<file path="src/swmv_pkg.sv">
// shared types and constants of the sliding window mean and variance block
`timescale 1ns / 1ps

package swmv_pkg;

  // fixed field widths
  localparam int SAMPLE_BITS = 16;
  localparam int FRAC_BITS   = 16;
  localparam int MEAN_W      = 32;
  localparam int VAR_W       = 48;
  localparam int COUNT_W     = 7;

  // input transaction modes
  localparam logic MODE_PUSH  = 1'b0;
  localparam logic MODE_CLEAR = 1'b1;

  // sequencer states
  typedef enum logic [6:0] {
    S_IDLE = 7'b0000001,
    S_READ = 7'b0000010,
    S_ACC  = 7'b0000100,
    S_MUL  = 7'b0001000,
    S_MDIV = 7'b0010000,
    S_VDIV = 7'b0100000,
    S_DONE = 7'b1000000
  } state_t;

  // ring store access strobes
  typedef struct packed {
    logic rd_en;
    logic wr_en;
  } ring_ctl_t;

  // divider status
  typedef struct packed {
    logic busy;
    logic done;
  } div_stat_t;

endpackage

</file>
<file path="src/swmv_ring.sv">
// sample ring store, one write and one registered read port
`timescale 1ns / 1ps

module swmv_ring #(
  parameter int DEPTH = 64,
  parameter int AW    = 6,
  parameter int DW    = 16
) (
  input  logic                clk,
  input  swmv_pkg::ring_ctl_t ctl,
  input  logic [AW-1:0]       rd_addr,
  input  logic [AW-1:0]       wr_addr,
  input  logic [DW-1:0]       wr_data,
  output logic [DW-1:0]       rd_data
);

  logic [DW-1:0] mem [DEPTH];
  logic [DW-1:0] rd_data_r;

  // write port
  always_ff @(posedge clk) begin
    if (ctl.wr_en) begin
      mem[wr_addr] <= wr_data;
    end
  end

  // registered read port
  always_ff @(posedge clk) begin
    if (ctl.rd_en) begin
      rd_data_r <= mem[rd_addr];
    end
  end

  assign rd_data = rd_data_r;

endmodule

</file>
<file path="config.mk">
export PLATFORM = sky130hd
export DESIGN_NAME = swmv_ring
export DESIGN_NICKNAME = d
export VERILOG_FILES = /design/src/swmv_pkg.sv /design/src/swmv_ring.sv
export SDC_FILE = /design/constraint.sdc
export NUM_CORES = 1
export LEC_CHECK = 0
export ABC_CLOCK_PERIOD_IN_PS = 3200
export BUFFER_PORTS_ARGS = -buffer_cell sky130_fd_sc_hd__buf_2
export CORE_ASPECT_RATIO = 0.5
export CORE_UTILIZATION = 40
export DETAILED_ROUTE_END_ITERATION = 12
export SLEW_MARGIN = 30
export SYNTH_ARGS = -nofsm -noshare
export SYNTH_HDL_FRONTEND = slang
export SYNTH_SLANG_ARGS = --single-unit
</file>
<file path="constraint.sdc">
create_clock -name clk -period 3.2 [get_ports clk]
set_clock_uncertainty 0.15 [all_clocks]
set_input_delay 0.64 -clock clk [delete_from_list [all_inputs] [get_ports clk]]
set_output_delay 0.64 -clock clk [all_outputs]
set_load 0.02 [all_outputs]
</file>
; ---- Word-level counts from Yosys, hierarchy flattened
; Memories as Yosys holds them, arrays and structs flattened. A register that Yosys moved wholly into a read port is not among the register bits.
; Cells that the tools add are included.
[totals]
elab_cells = 3
input_bits = 31
ram_bits = 1024
regBits = 0
mem_count = 1
[memory_table]
columns = name, words, width, read_ports, rd_ports_with_merged_regs, write_ports, line
row1 = mem, 64, 16, 1, 1, 1, swmv_ring.sv:17  ; logic [DW-1:0] mem [DEPTH];
[op_classes]
muxes = 2
[ops]
columns = op, n
row1 = $mux W1, 2

; ---- Depth between registers and ports, before layout
[logic_depth]
ltp_word = 2
ltp_mapped = 10
ltp_nobuf = 5

; ---- Worst setup path after synthesis
; Ideal clock, no wire load.
[synth_timing]
path_type = input-to-reg
start = in wr_addr[3]
end = mem mem[48][0] (enable)
path_buffers = 1
setup_time_ns = 0.409
slack_ns = 0.375
stages = 4
arrival_time_ns = 2.266
cell_sequence = clkbuf_1 -> nor2b_1 -> nand4b_1 -> nor3_1
[synth_rtl]
columns = element, line
row1 = start: declaration, swmv_ring.sv:12  ; input logic [AW-1:0] wr_addr,
row2 = end: declaration, swmv_ring.sv:17
; Straight into the memory's write port.

==> impl_metrics.yaml <==
status:
  status: "finished clean"
worst_setup_path:
  start_kind: "input port"
  worstPathMaxFanout: 10
  crit_path_end_kind: "flip-flop"
  crit_arrival_ps: 3080
  cp_data_required_time_ps: 3430
  worst-setup-path-type: "in -> reg"
clocking:
  path_clk_slew_ps: 60
  clock_tree.root_cell: "clkbuf_16"
  cts_sinks: 1040
  cts_tree: "yes"
  clk_latency_ps: 680
  ctsResizeCount: 0
  cts_setup_buffers: 0
  h-tree-depth: 3
  hold_buffers: 0
  cts_buffers: 95
  cts_buffer_depth: 3
cells_and_area:
  syn_to_final_growth_pct: 15.4
  drive_gt1_frac: 0.304
  final_common_cell: "edfxtp_1"
  mostFrequentLayoutCells: "1040 x edfxtp_1, 220 x mux4_2, 186 x buf_4"
  final_cells: 3490
  fin_nets: 2116
synth:
  netlist_area_sq_um: 40200
  synth_cells: 1829
  ys_ff_latch: 1040
  synthesis.nets: 1860
  yosys.cell_types.count: 42
  synth-seq-area-share: 0.777
  syn_avg_cell_area_sq_um: 22.0
  synth_edf_count: 1040
  ys.flop_type: "edfxtp_1"
  synthArstFlopShare: 0
  yosys_warnings: 0
sta:
  setup_violations: 0
  finalHoldViolations: 0
  worstMarginPinSlew_ps: 1000
  rsz0062_at_grt: "no"
  fmax_mhz: 351
  finalCriticalPeriod_ps: 2850
  slew_headroom: 0.330
  drv_slew: 0
  whs_ps: 190
  post-route-period-util: 0.891
route:
  routed_wl_mm: 98.6
  post_drt_wl_per_cell_um: 28.3
  vias_per_cell: 5.63
  vias: 19700
  drc: 0
  dr.first_iter.drc_count: 2328
  first_pass_iters: 6
  ant_nets: 0
global_routing:
  grt.total_usage: 0.194
  antenna_found_initial: 7
  grt_pass1_wl_mm: 141
  grt_start_max_net_pins: 65
  grt_pass1_vias: 19400
  grt-ovfl-total: 0
die:
  die_height_um: 226
  core_area_sq_um: 98600
  die_w_um: 450
  dieArea_sq_um: 102000
  ios: 47
  num_rows: 81
  initial_core_util: 0.408
pwr:
  p_int_mw: 21.9
  peakVddDrop_mv: 0.343
  p_leak_nw: 14.8
  p_total_mw: 27.8
  clockPowerShare: 0.398
  p_comb_frac: 0.057
  pwr_density_cell_nw_per_um2: 599
  seq_power_share: 0.545
  p_sw_mw: 5.89
  switching_share: 0.212
placed_design:
  io_buffer_count: 46
  place.gp.congestion: 0.836
  hpwlAfterDp_mm: 61.0
  dp_cells: 3316
hold_path:
  hold_path.class: "in -> reg"
job:
  cap_violations: 0
==> path summary, 6_finish.rpt <==
check / startpoint / to / slack (ps) / cells past startpoint
setup / recovery: rd_addr[0] / rd_data[4] / 350 / 7
setup reg to reg: mem[57][4] / rd_data[4] / 700 / 4
hold / removal: wr_data[15] / mem[58][15] / 190 / 1
hold reg to reg: mem[10][12] / rd_data[12] / 810 / 4
==> sequential cells by signal (all words and copies together), names as in the netlist <==
register  count
mem        1024
rd_data      16
==> power groups by stage <==
| stage | Clock (mW) | Sequential (mW) | Combinational, mW |
|---|---|---|---|
| 6_report | 11.1 | 15.2 | 1.58 |
| 5_1_grt | 11.7 | 15.2 | 1.66 |
| 4_1_cts | 11.3 | 15.2 | 1.59 |
| 3_5_place_dp | 0 | 15.5 | 1.58 |
| 3_3_place_gp | 0 | 15.4 | 1.57 |
| 2_1_floorplan | 0 | 15.4 | 0.781 |
==> through the flow <==
stage / utilization / cell area, sq um / worst slack [ps] / setup TNS, ps
floorplan: - / 40200 / 375 / 0
global placement: 0.440 / 43400 / -262 / -997
detailed placement: 0.440 / 43400 / -255 / -867
CTS: 0.470 / 46400 / 457 / 0
global route: 0.470 / 46400 / 410 / 0
finish: 0.470 / 46400 / 350 / 0
==> layer usage <==
metal  GRT usage  vias to the layer above  wire length, um
met1       0.290                    10600            43900
met3      0.0341                      119             7580
met2       0.299                      758            45400
met5           0                        -                0
met4      0.0433                        0             1710
li1            -                     8208                -
==> critical path: stages <==
cell and delay (ps):
buf_8 200, buf_12 190, buf_4 240, mux4_2 530
mux2_2 280, a221oi_1 860, a311oi_1 90
==> cell type report <==
class                           instances  area [sq um]
Fill cell                            8066         52200
Sequential cell                      1040         31200
Clock inverter                         60           495
Clock buffer                          112          2480
Tap cell                             1328          1660
Timing Repair Buffer                  263          2260
Multi-Input combinational cell        685          8250
Antenna cell                            2          5.00
==> Yosys cell counts (2+ instances only) <==
library cell	n	area share
edfxtp_1	1040	0.78
mux4_2	220	0.12
mux2i_1	85	0.021
nor2_1	72	0.0067
nand2_1	59	0.0055
a22oi_1	39	0.0073
buf_2	36	0.0045
nor2b_1	30	0.0047
mux2_2	27	0.0076
clkbuf_1	24	0.0022
nand3_1	24	0.0030
a21oi_1	17	0.0021
buf_6	17	0.0048
a221oi_1	16	0.0035
buf_4	13	0.0024
nand4_1	12	0.0019
a211o_1	8	0.0017
a211oi_1	8	0.0015
a311oi_1	8	0.0017
a31oi_1	8	0.0012
a221o_1	6	0.0015
a22o_1	6	0.0013
a41oi_1	5	0.0011
and4_1	5	0.0011
buf_12	5	0.0025
o21ai_0	5	0.00062
mux4_1	4	0.0026
buf_1	3	0.00028
buf_8	3	0.0011
nand2b_1	3	0.00047
nor4_2	3	0.00093
o21ai_1	3	0.00037
and2_1	2	0.00031
clkbuf_2	2	0.00025
nand3b_1	2	0.00037
nor2_2	2	0.00031
nor3_1	2	0.00025
==> cells by family (layout without fill, tap and decap cells) <==
family	after synthesis	count (layout)	synth area share
compound gates	129	129	0.0240
buf+inv	104	435	0.0182
flops	1040	1040	0.777
mux	336	336	0.155
other cells	0	2	0
simple gates	220	220	0.0264
No activity file was read; power rests on OpenSTA's default activity.
