--- config.mk ---
export PLATFORM = sky130hd
export DESIGN_NAME = swmv_div
export DESIGN_NICKNAME = d
export VERILOG_FILES = /design/src/swmv_pkg.sv /design/src/swmv_div.sv
export SDC_FILE = /design/constraint.sdc
export NUM_CORES = 1
export LEC_CHECK = 0
export BUFFER_PORTS_ARGS = -buffer_cell sky130_fd_sc_hd__clkbuf_2
export CAP_MARGIN = 10
export CORE_ASPECT_RATIO = 1.1
export CORE_MARGIN = 2
export CORE_UTILIZATION = 46
export DETAILED_ROUTE_END_ITERATION = 6
export GPL_TIMING_DRIVEN = 0
export PLACE_DENSITY = 0.69
export SLEW_MARGIN = 25
export SYNTH_ARGS = -nofsm -noshare
export SYNTH_HDL_FRONTEND = slang
export SYNTH_SLANG_ARGS = --single-unit
--- constraint.sdc ---
create_clock -name clk -period 3 [get_ports clk]
set_input_delay 0.6 -clock clk [delete_from_list [all_inputs] [get_ports clk]]
set_output_delay 0.6 -clock clk [all_outputs]
set_load 0.02 [all_outputs]
--- src/swmv_pkg.sv ---
// shared types and constants of the sliding window mean and variance block
`timescale 1ns / 1ps

package swmv_pkg;

  // fixed field widths
  localparam int SAMPLE_BITS = 16;
  localparam int FRAC_BITS   = 16;
  localparam int MEAN_W      = 32;
  localparam int VAR_W       = 48;
  localparam int COUNT_W     = 7;

  // input transaction modes
  localparam logic MODE_PUSH  = 1'b0;
  localparam logic MODE_CLEAR = 1'b1;

  // sequencer states
  typedef enum logic [6:0] {
    S_IDLE = 7'b0000001,
    S_READ = 7'b0000010,
    S_ACC  = 7'b0000100,
    S_MUL  = 7'b0001000,
    S_MDIV = 7'b0010000,
    S_VDIV = 7'b0100000,
    S_DONE = 7'b1000000
  } state_t;

  // ring store access strobes
  typedef struct packed {
    logic rd_en;
    logic wr_en;
  } ring_ctl_t;

  // divider status
  typedef struct packed {
    logic busy;
    logic done;
  } div_stat_t;

endpackage

--- src/swmv_div.sv ---
// unsigned restoring divider, one quotient bit per cycle
`timescale 1ns / 1ps

module swmv_div #(
  parameter int DVD_W = 61,
  parameter int DVS_W = 14
) (
  input  logic                clk,
  input  logic                rst_n,
  input  logic                start,
  input  logic [DVD_W-1:0]    dividend,
  input  logic [DVS_W-1:0]    divisor,
  output swmv_pkg::div_stat_t stat,
  output logic [DVD_W-1:0]    quotient
);

  localparam int CNT_W = $clog2(DVD_W + 1);

  logic             busy_r, busy_nxt;
  logic             done_r, done_nxt;
  logic [CNT_W-1:0] cnt_r, cnt_nxt;
  logic [DVS_W:0]   rem_r, rem_nxt;
  logic [DVS_W-1:0] dvs_r, dvs_nxt;
  logic [DVD_W-1:0] dvd_r, dvd_nxt;
  logic [DVD_W-1:0] quo_r, quo_nxt;
  logic [DVS_W:0]   rem_sh;
  logic             fits;

  // one shift and trial subtract
  assign rem_sh = {rem_r[DVS_W-1:0], dvd_r[DVD_W-1]};
  assign fits   = rem_sh >= {1'b0, dvs_r};

  always_comb begin
    busy_nxt = busy_r;
    done_nxt = 1'b0;
    cnt_nxt  = cnt_r;
    rem_nxt  = rem_r;
    dvs_nxt  = dvs_r;
    dvd_nxt  = dvd_r;
    quo_nxt  = quo_r;
    if (start) begin
      busy_nxt = 1'b1;
      cnt_nxt  = CNT_W'(DVD_W);
      rem_nxt  = '0;
      dvs_nxt  = divisor;
      dvd_nxt  = dividend;
      quo_nxt  = '0;
    end else if (busy_r) begin
      rem_nxt = fits ? (rem_sh - {1'b0, dvs_r}) : rem_sh;
      quo_nxt = {quo_r[DVD_W-2:0], fits};
      dvd_nxt = {dvd_r[DVD_W-2:0], 1'b0};
      cnt_nxt = cnt_r - 1'b1;
      if (cnt_r == CNT_W'(1)) begin
        busy_nxt = 1'b0;
        done_nxt = 1'b1;
      end
    end
  end

  // control registers
  always_ff @(posedge clk) begin
    if (!rst_n) begin
      busy_r <= 1'b0;
      done_r <= 1'b0;
      cnt_r  <= '0;
    end else begin
      busy_r <= busy_nxt;
      done_r <= done_nxt;
      cnt_r  <= cnt_nxt;
    end
  end

  // datapath registers
  always_ff @(posedge clk) begin
    rem_r <= rem_nxt;
    dvs_r <= dvs_nxt;
    dvd_r <= dvd_nxt;
    quo_r <= quo_nxt;
  end

  assign stat.busy = busy_r;
  assign stat.done = done_r;
  assign quotient  = quo_r;

endmodule

# Yosys cells after proc, flatten, opt, wreduce, memory -nomap -nowiden
# Index checks and enable logic that the tools add are counted.
# totals
in_bits,78
latch_bits,0
word_cells,26
ram_bits,0
reg_bits,158
mem_bits_ro,0
n_memories,0
# op_classes
div_mod_pow,0
shift,0
order_cmp,1
n_reduce_logical,3
muxes,9
n_eq_ne,1
multipliers,0
bitwise_logic,2
add_sub_neg,2
# ops
op,count
61-bit 2-to-1 mux,2
15-bit by 14-bit >= comparator with 1-bit output,1
14-bit 2-to-1 mux,1
14-bit subtractor,1
6-bit 2-to-1 mux,2
6-bit by 1-bit == test with 1-bit output (second input constant),1
6-bit by 1-bit subtractor with 6-bit output (second input constant),1
1-bit 2-to-1 mux,4
3-bit OR reduction,1
1-bit NOT,2
2-bit nonzero test,1
2-bit OR reduction,1

# Longest topological paths before layout
# Gate-level depths: netlist of run 1.
# logic_depth
word_depth,4
ltp_mapped,10
mapped_depth_nobuf,10

# Least setup slack after synthesis of run 1
# OpenSTA, ideal clock, no wires.
# synth_path
path_type,input -> register
startpoint,input port start
endpoint,"register dvd_r[0], enable pin"
path_buffers,2
setup_slack_ns,0.110
arrival_ns,2.475
path_stages,4
cell_sequence,clkbuf_1 > clkbuf_1 > nor2_1 > inv_1
# synth_via
elab_chain_cells,1
# synth_rtl
item,line_no,text
start: declaration,swmv_div.sv:10,"input logic start,"
2-bit nonzero test (no line),-,
end signal: assignment,swmv_div.sv:77,dvd_r <= dvd_nxt;
end: declaration,swmv_div.sv:24,"logic [DVD_W-1:0] dvd_r, dvd_nxt;"
# Every way passes these cells.
# A chain may end at the register's enable or synchronous reset.

# Worst setup path in the final report of run 1
# layout_path
startpoint,register dvd_r[60]
endpoint,register rem_r[10]
# layout_via
elab_chain_cells,2
word_cells_on_any_way,3
classes_between,1 x add/sub; 1 x order compare; 1 x mux
# layout_rtl
item,line_no,text
14-bit subtractor / 15-bit by 14-bit >= comparator with 1-bit output (equally long branches),"swmv_div.sv:49, swmv_div.sv:31",
14-bit 2-to-1 mux *,swmv_div.sv:49,"rem_nxt = fits ? (rem_sh - {1'b0, dvs_r}) : rem_sh;"
end signal: assignment,swmv_div.sv:75,rem_r <= rem_nxt;
end: declaration,swmv_div.sv:22,"logic [DVS_W:0] rem_r, rem_nxt;"
# Every way passes the cells marked *; elsewhere a longest branch is shown, timed or not.

==> results of run 1 <==
==> power by group <==
part | internal [mW] | total [mW] | switching [mW] | leakage, nW
combinational | 0.262 | 0.574 | 0.312 | 1.91
sequential | 2.40 | 2.45 | 0.0458 | 1.42
clock | 1.23 | 2.14 | 0.902 | 0.299
total | 3.90 | 5.16 | 1.26 | 3.63
==> synth_stat cells, types with 3 or more instances <==
| library cell | n | area [um2] |
|---|---|---|
| buf_2 | 3 | 15.0 |
| ha_1 | 17 | 213 |
| mux2i_1 | 61 | 611 |
| a211o_1 | 3 | 26.3 |
| nor2b_1 | 3 | 18.8 |
| a21o_1 | 4 | 30.0 |
| a211oi_1 | 3 | 22.5 |
| o21ai_1 | 5 | 25.0 |
| nand4_1 | 7 | 43.8 |
| edfxtp_1 | 75 | 2250 |
| nor2_1 | 87 | 327 |
| xnor2_1 | 8 | 70.1 |
| o21ai_0 | 3 | 15.0 |
| inv_1 | 28 | 105 |
| o211ai_1 | 5 | 37.5 |
| clkbuf_1 | 25 | 93.8 |
| a21oi_1 | 13 | 65.1 |
| nand3_1 | 12 | 60.1 |
| nand2_1 | 20 | 75.1 |
| nor3_1 | 4 | 20.0 |
| mux2_2 | 60 | 676 |
| buf_1 | 5 | 18.8 |
| dfxtp_1 | 83 | 1660 |
| xor2_1 | 3 | 26.3 |
| nand2b_1 | 5 | 31.3 |
| and2_1 | 3 | 18.8 |
| a311oi_1 | 5 | 43.8 |
==> cell type report <==
class	count	area (um2)	area share
inverter	28	108	0.0126
clock inverter	13	125	0.0146
timing repair buffer	141	728	0.0853
multi-input combinational	369	2810	0.329
sequential	158	3910	0.458
buffer	35	143	0.0167
clock buffer	19	464	0.0544
tap	196	245	0.0287
==> cell families after synthesis <==
group	Yosys count	share of synthesized area
AND/OR/NAND/NOR	157	0.103
adder cells (fa/ha/maj)	18	0.0334
flip-flops	158	0.562
AO/OA/AOI/OAI	62	0.0679
buffers and inverters	63	0.0355
XOR/XNOR	11	0.0138
multiplexers	121	0.185
==> what timing repair did <==
action | in CTS | in global routing
endpoints found under the setup margin | 0 | 2
hold endpoints to repair | 0 | 0
hold buffers | 0 | 0
resized for setup | 0 | 1
==> state kept, by name (all words and copies together) (netlist names) <==
name and flops:
quotient 61, done_r 1, rem_r 14, busy_r 1
cnt_r 6, dvd_r 61, dvs_r 14
==> routing by layer <==
layer / vias up / part of all wire / track usage
li1: 2432 / - / -
met1: 2329 / 0.42 / 0.216
met2: 137 / 0.49 / 0.298
met3: 20 / 0.067 / 0.0664
met4: 0 / 0.022 / 0.0702
met5: - / 0 / 0
==> stage by stage <==
step	util	setup TNS [ns]	total power, mW
after floorplan	-	0	2.90
final	0.572	0	5.16
after CTS	0.571	0	5.22
after detailed placement	0.532	-0.0165	3.07
after global routing	0.572	0	5.37
after global placement	0.530	-66.92	3.04
==> cell usage in the layout (no fill, tap or decap), types with 8 or more instances in the layout <==
cell type / instances
inv_1: 27
xnor2_1: 8
clkbuf_2: 140
nand3_1: 12
nand2_1: 20
a21oi_1: 13
edfxtp_1: 75
mux2_2: 60
ha_1: 17
clkbuf_16: 18
mux2i_1: 61
clkbuf_1: 25
nor2_1: 87
dfxtp_1: 83
==> worst paths after layout <==
path,start,end,slack (ns),cells past startpoint
setup / recovery,dvd_r[60],rem_r[10],0.13,10
hold reg to reg,quotient[60],quotient[60],0.51,2
hold / removal,divisor[13],dvs_r[13],0.36,1
setup reg to reg,dvd_r[60],rem_r[10],0.13,10
==> worst max-delay path, delay by kind of cell, from the launching register on <==
family / cells / cell delay, ns
buffers and inverters: 2 / 0.14
and+or+nand+nor: 1 / 0.20
AOI/OAI and AO/OA: 5 / 1.52
adders and majority gates: 2 / 0.53
DFF: 1 / 0.38
==> summary.md, run 1 <==
| Metric | Value |
|---|---|
| Status | finished clean |
| Setup Skew | 0.00786 ns |
| Max H-tree Level | 4 |
| Core area | 14900 um2 |
| Synth warn | 0 |
| Mean Syn Cell Area | 11.8 um2 |
| Via density | 5.13 |
| GRT Total Usage | 0.181 |
| Total routed wirelength | 14300 um |
| Crit-path slowest cell | o311ai_0 |
| GP Congestion | 0.859 |
| Register bit total from synthesis | 158 |
| Endpoints failing setup | 0 |
| Initial DRC Count | 247 |
| Synth unique cells | 58 |
| Total number of vias | 4918 |
| Synthesized area | 6970 um2 |
| Register area share after synthesis | 0.562 |
| Initial Util | 0.467 |
| Worst slack at placement | -0.00728 ns |
| Critical Path End Type | flip-flop |
| Setup crit start kind | flip-flop |
| Post-synth ARST share | 0 |
| Slew margin rel. | 0.527 |
| Post-route worst setup slack | 0.132 ns |
| Die ar. | 16200 um2 |
| Synth Flop Type | dfxtp_1 |
| Clk buf depth | 2 |
| ANT nets after route | 0 |
| Post-synth EDFFs | 75 |
| IO Count | 141 |
| Fin cells | 959 |
| CTS tree | built |
| Hold WS | 0.357 ns |
| Lkg Pwr | 3.63 nW |
| PD cells | 604 nW/um2 |
| Fillers | 1309 |
| Grt total ovfl | 0 |
| Final Cycle Share | 0.956 |
| RSZ-0062 raised after global routing | false |
| Root Driver | clkbuf_16 |
| Tightest Pin Transition | 0.709 ns |
| Max Clk Rate | 349 MHz |
| Post-CTS Setup Inserts | 0 |
| Hold Path Class | in2reg |
| Placed cell area | 7950 um2 |
| ANT cells | 0 |
| Critical path arrival | 3.19 ns |
| Post-Syn Nets | 686 |
| Min cycle time layout | 2.87 ns |
| Initial antenna violation count | 0 |
| CP required | 3.32 ns |
| Clk_lat worst skew | 0.42 ns |
| Layout net count | 846 |
| DR WL/cell | 14.9 um |
| Max stage delay on crit path | 0.64 ns |
| Port Buffer Count | 140 |
| DRC Markers | 0 |
| Vias in the first global route | 4881 |
| CTS Buf Count | 17 |
| CTS clk-pin slew, worst paths | 0.07 ns |
| Die Y | 133 um |
| Most frequent CP cell | inv_1 |
| Largest net degree at the start of global routing | 61 |
| Max-cap violations | 0 |
| Row count | 47 |
| Dpl cells | 927 |
| First-pass detailed-route iteration total | 5 |
| Maximum vdd drop | 337 uV |
| CP Class | reg2reg |
| Final hold vios | 0 |
| Chip Width | 121 um |
| DP HPWL | 10400 um |
| CP Cell Sequence | inv_1 -> ha_1 -> inv_1 -> fa_1 -> a21o_1 -> a221oi_2 -> a21oi_1 -> o311ai_0 -> nand4_1 -> o311ai_2 |
| Clock Sinks | 158 |
| First-pass GRT wire length | 23300 um |
| Fin area | 8540 um2 |
| Synth Instances | 590 |
| Area growth from synthesis to layout | 22.5% |
| Share of cells above drive strength 1 | 0.325 |
| Largest fanout on the critical path | 4 |
| Slew Limit Fails | 0 |
(Power assumes the default switching activity.)
==> inputs of run 2 (changes only) <==
PLACE_DENSITY = 0.67   (was 0.69)
clock period = 3.3 ns   (was 3 ns; I/O delays follow)
==> summary.md, run 2 (synthesis results as in run 1) <==
| Metric | Value |
|---|---|
| Vias in the first global route | 4946 (+1.3%) |
| First-pass detailed-route iteration total | 4 (-1) |
| Lkg Pwr | 3.60 nW (-0.88%) |
| GP Congestion | 0.854 (-0.51%) |
| RSZ-0062 raised after global routing | false |
| Fin area | 8500 um2 (-0.50%) |
| CTS Buf Count | 17 (unchanged) |
| Chip Width | 121 um (unchanged) |
| Worst slack at placement | 0.171 ns (+0.178 ns) |
| Post-route worst setup slack | 0.258 ns (+0.127 ns) |
| # resized after CTS | 0 (unchanged) |
| Core area | 14900 um2 (unchanged) |
| CP Cell Sequence | inv_1 -> ha_1 -> inv_1 -> fa_1 -> a21o_1 -> a221oi_1 -> a21oi_1 -> o311ai_0 -> nand4_1 -> o311ai_2 |
| Die Y | 133 um (unchanged) |
| Placed cell area | 7940 um2 (about the same) |
| Hold Path Class | in2reg |
| IO Count | 141 (unchanged) |
| Fillers | 1337 (+2.1%) |
| Slew margin rel. | 0.534 (+0.00620) |
| DR WL/cell | 15.4 um (+3.2%) |
| Most frequent cells in the layout | clkbuf_2, nor2_1, dfxtp_1 |
| Die ar. | 16200 um2 (unchanged) |
| First-pass GRT wire length | 24300 um (+4.1%) |
| Post-CTS Setup Inserts | 0 (unchanged) |
| Total routed wirelength | 14700 um (+3.2%) |
| Largest fanout on the critical path | 4 (unchanged) |
| Endpoints failing setup | 0 (unchanged) |
| CTS clk-pin slew, worst paths | 0.07 ns (about the same) |
| Root Driver | clkbuf_16 |
| Total number of vias | 4923 (+0.10%) |
| Fin cells | 959 (unchanged) |
| Initial Util | 0.467 (unchanged) |
| Final hold vios | 0 (unchanged) |
| Share of cells above drive strength 1 | 0.324 (-0.00131) |
| Initial antenna violation count | 0 (unchanged) |
| Critical Path End Type | flip-flop |
| Slew Limit Fails | 0 (unchanged) |
| Cts hold-fix bufs | 0 (unchanged) |
| DRC Markers | 0 (unchanged) |
| Clock Sinks | 158 (unchanged) |
| CTS tree | built |
| Final Cycle Share | 0.922 (-0.0344) |
| Clk_lat worst skew | 0.42 ns (about the same) |
| Power, Total | 4.62 mW (-10%) |
| Layout net count | 846 (unchanged) |
| ANT cells | 0 (unchanged) |
| Crit-path slowest cell | a221oi_1 |
| Initial DRC Count | 221 (-11%) |
| Status | finished clean |
| Most frequent CP cell | inv_1 |
| Tightest Pin Transition | 0.699 ns (-0.00930 ns) |
| GRT Total Usage | 0.190 (+0.00837) |
| Dpl cells | 927 (unchanged) |
| ANT nets after route | 0 (unchanged) |
| Max stage delay on crit path | 0.60 ns (-0.04 ns) |
| Setup Skew | 0.00772 ns (-0.000136 ns) |
| Via density | 5.13 (+0.10%) |
| Largest net degree at the start of global routing | 46 (-25%) |
| Max H-tree Level | 4 (unchanged) |
| DP HPWL | 10600 um (+2.5%) |
| Max Clk Rate | 329 MHz (-5.7%) |
| Max-cap violations | 0 (unchanged) |
| Critical path arrival | 3.37 ns (+0.18 ns) |
| Row count | 47 (unchanged) |
| CP Class | reg2reg |
| Setup crit start kind | flip-flop |
| Grt total ovfl | 0 (unchanged) |
| Commonest non-fill, non-tap cell in the layout | clkbuf_2 |
| Min cycle time layout | 3.04 ns (+0.173 ns) |
| Clk buf depth | 2 (unchanged) |
| CP required | 3.63 ns (+0.31 ns) |
| Maximum vdd drop | 306 uV (-9.2%) |
| Port Buffer Count | 140 (unchanged) |
| PD cells | 544 nW/um2 (-10%) |
| Area growth from synthesis to layout | 21.9% |
## run 2: cell count changes in the layout (fill, tap and decap cells not counted)
| cell | previous run | this run |
|---|---|---|
| a221oi_2 | 1 | 0 |
| a221oi_1 | 0 | 1 |
| clkinvlp_4 | 0 | 3 |
| inv_8 | 3 | 4 |
| bufinv_16 | 1 | 0 |
| buf_12 | 0 | 1 |
| inv_4 | 2 | 4 |
| clkbuf_16 | 18 | 17 |
| clkinv_2 | 4 | 0 |
| buf_16 | 1 | 0 |
## run 2: worst max-delay path, delay by kind of cell (launching register included)
family	cells	cell delay, ns
buffers and inverters	2	0.15
AND/OR/NAND/NOR	1	0.19
flip-flops	1	0.39
AO/OA/AOI/OAI	5	1.69
adder cells (fa/ha/maj)	2	0.54
## run 2: where the power goes
group,total [mW],switching (mW),internal [mW]
registers,2.23,0.0435,2.18
logic,0.523,0.286,0.237
clock network,1.87,0.859,1.01
## run 2: path summary, 6_finish.rpt
| path | cells past startpoint | to | startpoint | slack (ns) |
|---|---|---|---|---|
| setup / recovery | 10 | rem_r[10] | dvd_r[60] | 0.26 |
| hold / removal | 1 | dvs_r[6] | divisor[6] | 0.41 |
| setup reg to reg | 10 | rem_r[10] | dvd_r[60] | 0.26 |
| hold reg to reg | 2 | rem_r[13] | rem_r[13] | 0.51 |
## run 2: through the flow
step	utilization	hold WS (ns)	TNS (ns)
floorplan	-	0.451	0
global placement	0.530	0.479	-53.56
detailed placement	0.531	0.506	0
CTS	0.569	0.398	0
global route	0.569	0.397	0
finish	0.569	0.412	0
## run 2: per-layer routing
| layer | wire length [um] | GRT usage | share of wire | vias up |
|---|---|---|---|---|
| met5 | 0 | 0 | 0 | - |
| met4 | 374 | 0.0798 | 0.025 | 0 |
| met3 | 969 | 0.0664 | 0.066 | 26 |
| met2 | 7200 | 0.311 | 0.49 | 130 |
| met1 | 6180 | 0.226 | 0.42 | 2333 |
| li1 | - | - | - | 2434 |
## run 2: final cells by class
type                    instances  area (um2)  area share
repair buffers                141         721      0.0848
inverters                      28         108      0.0127
clock inverters                14         121      0.0143
multi-input cells             369        2810       0.330
well taps                     196         245      0.0289
clock buffers                  18         439      0.0517
plain buffers                  35         143      0.0168
flip-flops and latches        158        3910       0.461
